## src/sv/bf3_pkg.sv

```systemverilog
`default_nettype none

package bf3_pkg;

  // Width of the frame size registers
  localparam int unsigned SizeW = 11;

  // 3x3 window
  localparam int unsigned WinTaps    = 9;
  localparam int unsigned WinDivisor = 9;

  // Control from the front stage to the window stage
  typedef struct packed {
    logic shift;  // a word leaves the front stage and enters the window
    logic emit;   // that word is at an interior position
    logic last;   // that word closes the frame
  } bf3_win_ctrl_t;

endpackage

`default_nettype wire

```

## src/sv/bf3_window.sv

```systemverilog
`default_nettype none

module bf3_window
  import bf3_pkg::*;
#(
  parameter int unsigned PIXEL_BITS = 8
) (
  input  wire logic                  clk_i,
  input  wire logic                  rst_ni,
  input  wire bf3_win_ctrl_t         ctrl_i,
  input  wire logic [PIXEL_BITS-1:0] top_i,
  input  wire logic [PIXEL_BITS-1:0] mid_i,
  input  wire logic [PIXEL_BITS-1:0] pix_i,
  output logic      [PIXEL_BITS-1:0] mean_o,
  output logic                       last_o
);

  // Sum of nine taps needs four extra bits
  localparam int unsigned SumW   = PIXEL_BITS + 4;
  // sum / 9 == (sum * Recip) >> Shift, exact for every sum below 2**SumW
  localparam int unsigned Shift  = SumW + 4;
  localparam int unsigned RecipW = Shift - 2;
  localparam longint unsigned Recip =
      ((64'd1 << Shift) + 64'(WinDivisor) - 64'd1) / 64'(WinDivisor);
  localparam int unsigned ProdW  = SumW + RecipW;

  logic [WinTaps-1:0][PIXEL_BITS-1:0] win_q, win_d;
  logic [SumW-1:0]                    sum;
  logic [ProdW-1:0]                   prod;
  logic [PIXEL_BITS-1:0]              mean_q, mean_d;
  logic                               last_q, last_d;

  // rows: 0 upper, 1 middle, 2 current; columns shift toward tap 0
  always_comb begin
    win_d = win_q;
    for (int i = 0; i < 3; i++) begin
      win_d[i*3+0] = win_q[i*3+1];
      win_d[i*3+1] = win_q[i*3+2];
    end
    win_d[2] = top_i;
    win_d[5] = mid_i;
    win_d[8] = pix_i;
  end

  always_comb begin
    sum = '0;
    for (int i = 0; i < WinTaps; i++) begin
      sum = sum + SumW'(win_d[i]);
    end
  end

  assign prod   = ProdW'(sum) * ProdW'(RecipW'(Recip));
  assign mean_d = prod[Shift +: PIXEL_BITS];
  assign last_d = ctrl_i.last;

  always_ff @(posedge clk_i or negedge rst_ni) begin
    if (!rst_ni) begin
      win_q <= '0;
    end else if (ctrl_i.shift) begin
      win_q <= win_d;
    end
  end

  always_ff @(posedge clk_i) begin
    if (ctrl_i.shift && ctrl_i.emit) begin
      mean_q <= mean_d;
      last_q <= last_d;
    end
  end

  assign mean_o = mean_q;
  assign last_o = last_q;

endmodule

`default_nettype wire

```

## config.mk

```make
export PLATFORM = sky130hd
export DESIGN_NAME = bf3_window
export DESIGN_NICKNAME = d
export VERILOG_FILES = /design/src/sv/bf3_pkg.sv /design/src/sv/bf3_window.sv
export SDC_FILE = /design/constraint.sdc
export NUM_CORES = 1
export LEC_CHECK = 0
export BUFFER_PORTS_ARGS = -buffer_cell sky130_fd_sc_hd__buf_2
export CAP_MARGIN = 20
export CORE_MARGIN = 3
export CORE_UTILIZATION = 25
export DETAILED_ROUTE_END_ITERATION = 6
export PLACE_DENSITY = 0.4
export SLEW_MARGIN = 0
export SYNTH_ARGS = -nofsm -noshare
export SYNTH_HDL_FRONTEND = slang
export SYNTH_SLANG_ARGS = --single-unit
export TNS_END_PERCENT = 5
```

## constraint.sdc

```tcl
create_clock -name clk_i -period 7.85 [get_ports clk_i]
set_input_delay 0.3925 -clock clk_i [delete_from_list [all_inputs] [get_ports clk_i]]
set_output_delay 0.3925 -clock clk_i [all_outputs]
set_load 0.05 [all_outputs]
```

==> impl_metrics.csv <==
group,metric,value,unit
floorplan,fp.dieH,161.9,um
logic_synthesis,synth_nets,742,
critical_path,required,7920,ps
detailed_routing,drc,0,
logic_synthesis,synth_commonest_cells,"151 x inv_1, 82 x ha_1, 78 x fa_1",
logic_synthesis,synth_simple_gate_area_share,4.487,%
sta,clock_skew,9.545,ps
place,dp_cells,945,
finish,design_area,0.007557,mm2
clocking,clk_pin_slew_worst_paths,60,ps
detailed_routing,vias_per_cell,4.096,
logic_synthesis,ys_warn_count,0,
floorplan,initial_utilization,25.67,%
finish,finish.utilization,31.91,%
grt,grt_pass1_vias,4286,
critical_path,reg2regPathDepth,31,
worst_hold_path,hold_path_depth,1,
logic_synthesis,synth_top_area_share,25.68,%
logic_synthesis,synth.avg_cell_area,10.99,um2
grt,grt_max_degree,59,
clocking,tritoncts,"done",
floorplan,io-pin-count,38,
critical_path,r2r-start,"win_d[2]",
critical_path,cp_slowest_cell,"fa_1",
status,outcome,"complete, no violations",
logic_synthesis,yosysMostFrequentCell,"inv_1",
clocking,cts_sinks,57,
critical_path,rrSetupSlack,330,ps
detailed_routing,firstDrtPassIters,4,
logic_synthesis,synthAdderAreaFrac,42.56,%
logic_synthesis,synth_compound_area_share,7.244,%
floorplan,dieArea,0.02623,mm2
worst_hold_path,hold_class,"input pin to flip-flop",
finish,final_layout_size_suffix_gt1_share,28.97,%
sta,max_slew_margin,56.85,%
sta,tns,0,ps
logic_synthesis,synth.yosys.seq_area_share,24.20,%
logic_synthesis,synth_area_leaders,"fa_1 26%, dfrtp_1 20%, ha_1 17%, inv_1 9.3%, mux2_2 7.2%",
logic_synthesis,ys_seq_elements,57,
grt,grtUsageTotal,9.327,%
detailed_routing,finalWirelength,11.61,mm
clocking,clockBufferDepth,2,
grt,antenna_found_initial,0,
finish,layoutNonFillerInstCount,968,
detailed_routing,wl_per_cell,11.99,um
sta,fin_crit_sh,95.82,%
place,hpwl,9.746,mm
place,place_area,0.006970,mm2
critical_path,timing.rr.end,"mean_o[3]",
finish,layout.nets,833,
sta,hold_viol_final,0,
logic_synthesis,synth_edf_count,9,
detailed_routing,vias,3965,
flow_run,drv_cap,0,
logic_synthesis,synthMuxAreaShare,7.224,%
clocking,insertion_delay,340,ps
grt,grt_pass1_wl,19.98,mm
critical_path,cp-start-kind,"flip-flop",
critical_path,cpPeakStageDelay,550,ps
logic_synthesis,synthCells,553,
critical_path,end_kind,"flip-flop",
sta,fin_crit,7522,ps
worst_hold_path,hp-start,"ctrl_i[0]",
finish,area_growth,24.31,%
sta,slew_violations,0,
clocking,numCtsBuffers,9,
clocking,htree_levels,3,
floorplan,row_count,56,
detailed_routing,antenna_left,0,
finish,diodes,0,
logic_synthesis,synthFlopType,"dfrtp_1",
sta,setup_viol,0,
critical_path,crit_type,"flip-flop to flip-flop",
logic_synthesis,async_reset_ff_share,84.21,%
critical_path,crit_top_cell,"fa_1",
logic_synthesis,synth_area,0.006080,mm2
logic_synthesis,synthDistinctLibCells,53,
place,io_buffer_count,37,
floorplan,fp.coreArea,0.02368,mm2
grt,grt-ovfl-total,0,
logic_synthesis,synth_top_family_by_area,"adder cells",
place,place_congestion,0.8181,
floorplan,die_width,161.9,um
clocking,cts-root-buf,"clkbuf_16",
detailed_routing,drt_iter0_drc,130,
logic_synthesis,synth_largest_area_cell,"fa_1",
sta,fmax,132.9,MHz
worst_hold_path,holdPathEnd,"last_o",
sta,worst_pin_slew,647.2,ps
logic_synthesis,synth-xor-area-share,4.487,%
critical_path,arrival,7600,ps
critical_path,crit_fanout,5,
stage by stage:
| stage | hold slack [ps] | worst slack (ps) |
|---|---|---|
| 2_1_floorplan | 96.91 | 210.7 |
| 4_1_cts | 214.5 | -3.788 |
| 3_3_place_gp | 458.6 | -203.8 |
| 6_report | 231.4 | 328.3 |
| 5_1_grt | 218.8 | -15.13 |
| 3_5_place_dp | 291.7 | -257.1 |
placed cells by master, fill, tap and decap left out, drive strengths merged, types with 3 or more instances in the layout:
cell and n:
a21o 11, a21oi 18, buf 86, bufinv 3, clkbuf 9, dfrtp 48
edfxtp 9, fa 78, ha 82, inv 153, mux2 39, nand2 15
nand3 5, nor2 12, nor2b 5, nor3 4, o211ai 3, o21a 3
o21ai 14, o31ai 3, xnor2 17, xor2 9
worst max-delay path: cells and delay by family, from the launching register on:
| family | cells | cell delay [ps] |
|---|---|---|
| adders and majority gates | 12 | 4570 |
| and+or+nand+nor | 4 | 490 |
| buffers and inverters | 7 | 580 |
| AOI/OAI and AO/OA | 5 | 830 |
| xor gates and xnor gates | 3 | 420 |
| DFF | 1 | 340 |
sequential cells by signal (all words and copies together), names as in the netlist:
signal,count
mean_o,8
win_d,48
last_o,1
area by class of cell:
type,instances,area (um2)
clock inverters,7,125.1
flip-flops and latches,57,1471
fillers,2483,16130
inverters,151,566.8
multi-input cells,338,4194
well taps,319,399.1
repair buffers,87,575.6
clock buffers,9,225.2
cell families after synthesis:
group           count (synthesis)
buf+inv                       158
compound gates                 62
fa+ha+maj                     160
simple gates                   51
mux                            39
xor+xnor                       26
flops                          57
how the worst max path moves through the flow:
| stage | cells past startpoint | end | from |
|---|---|---|---|
| 3_3_place_gp | 32 | mean_o[2] | top_i[3] |
| 6_report | 31 | mean_o[3] | win_d[2] |
| 4_1_cts | 31 | mean_o[7] | win_d[11] |
| 2_1_floorplan | 31 | mean_o[2] | top_i[3] |
| 5_1_grt | 31 | mean_o[2] | win_d[2] |
| 3_5_place_dp | 30 | mean_o[5] | top_i[3] |
timing repair:
item / CTS / global route
setup endpoints to repair: 6 / 8
hold buffers: 1 / 0
pin swaps: 0 / 38
endpoints found under the hold margin: 10 / 0
buffers inserted: 0 / 6
gates resized for setup: 5 / 27
routing by layer:
| metal | up-vias | part of all wire, % | GRT usage [%] |
|---|---|---|---|
| met5 | - | 0 | 0 |
| met4 | 0 | 1.8 | 3.335 |
| met3 | 13 | 1.8 | 1.632 |
| met2 | 30 | 48 | 14.88 |
| met1 | 1989 | 48 | 12.76 |
| li1 | 1933 | - | - |
Power is not shown: default switching activity piles up to over one toggle a cycle in this logic, so the estimate is an artifact.
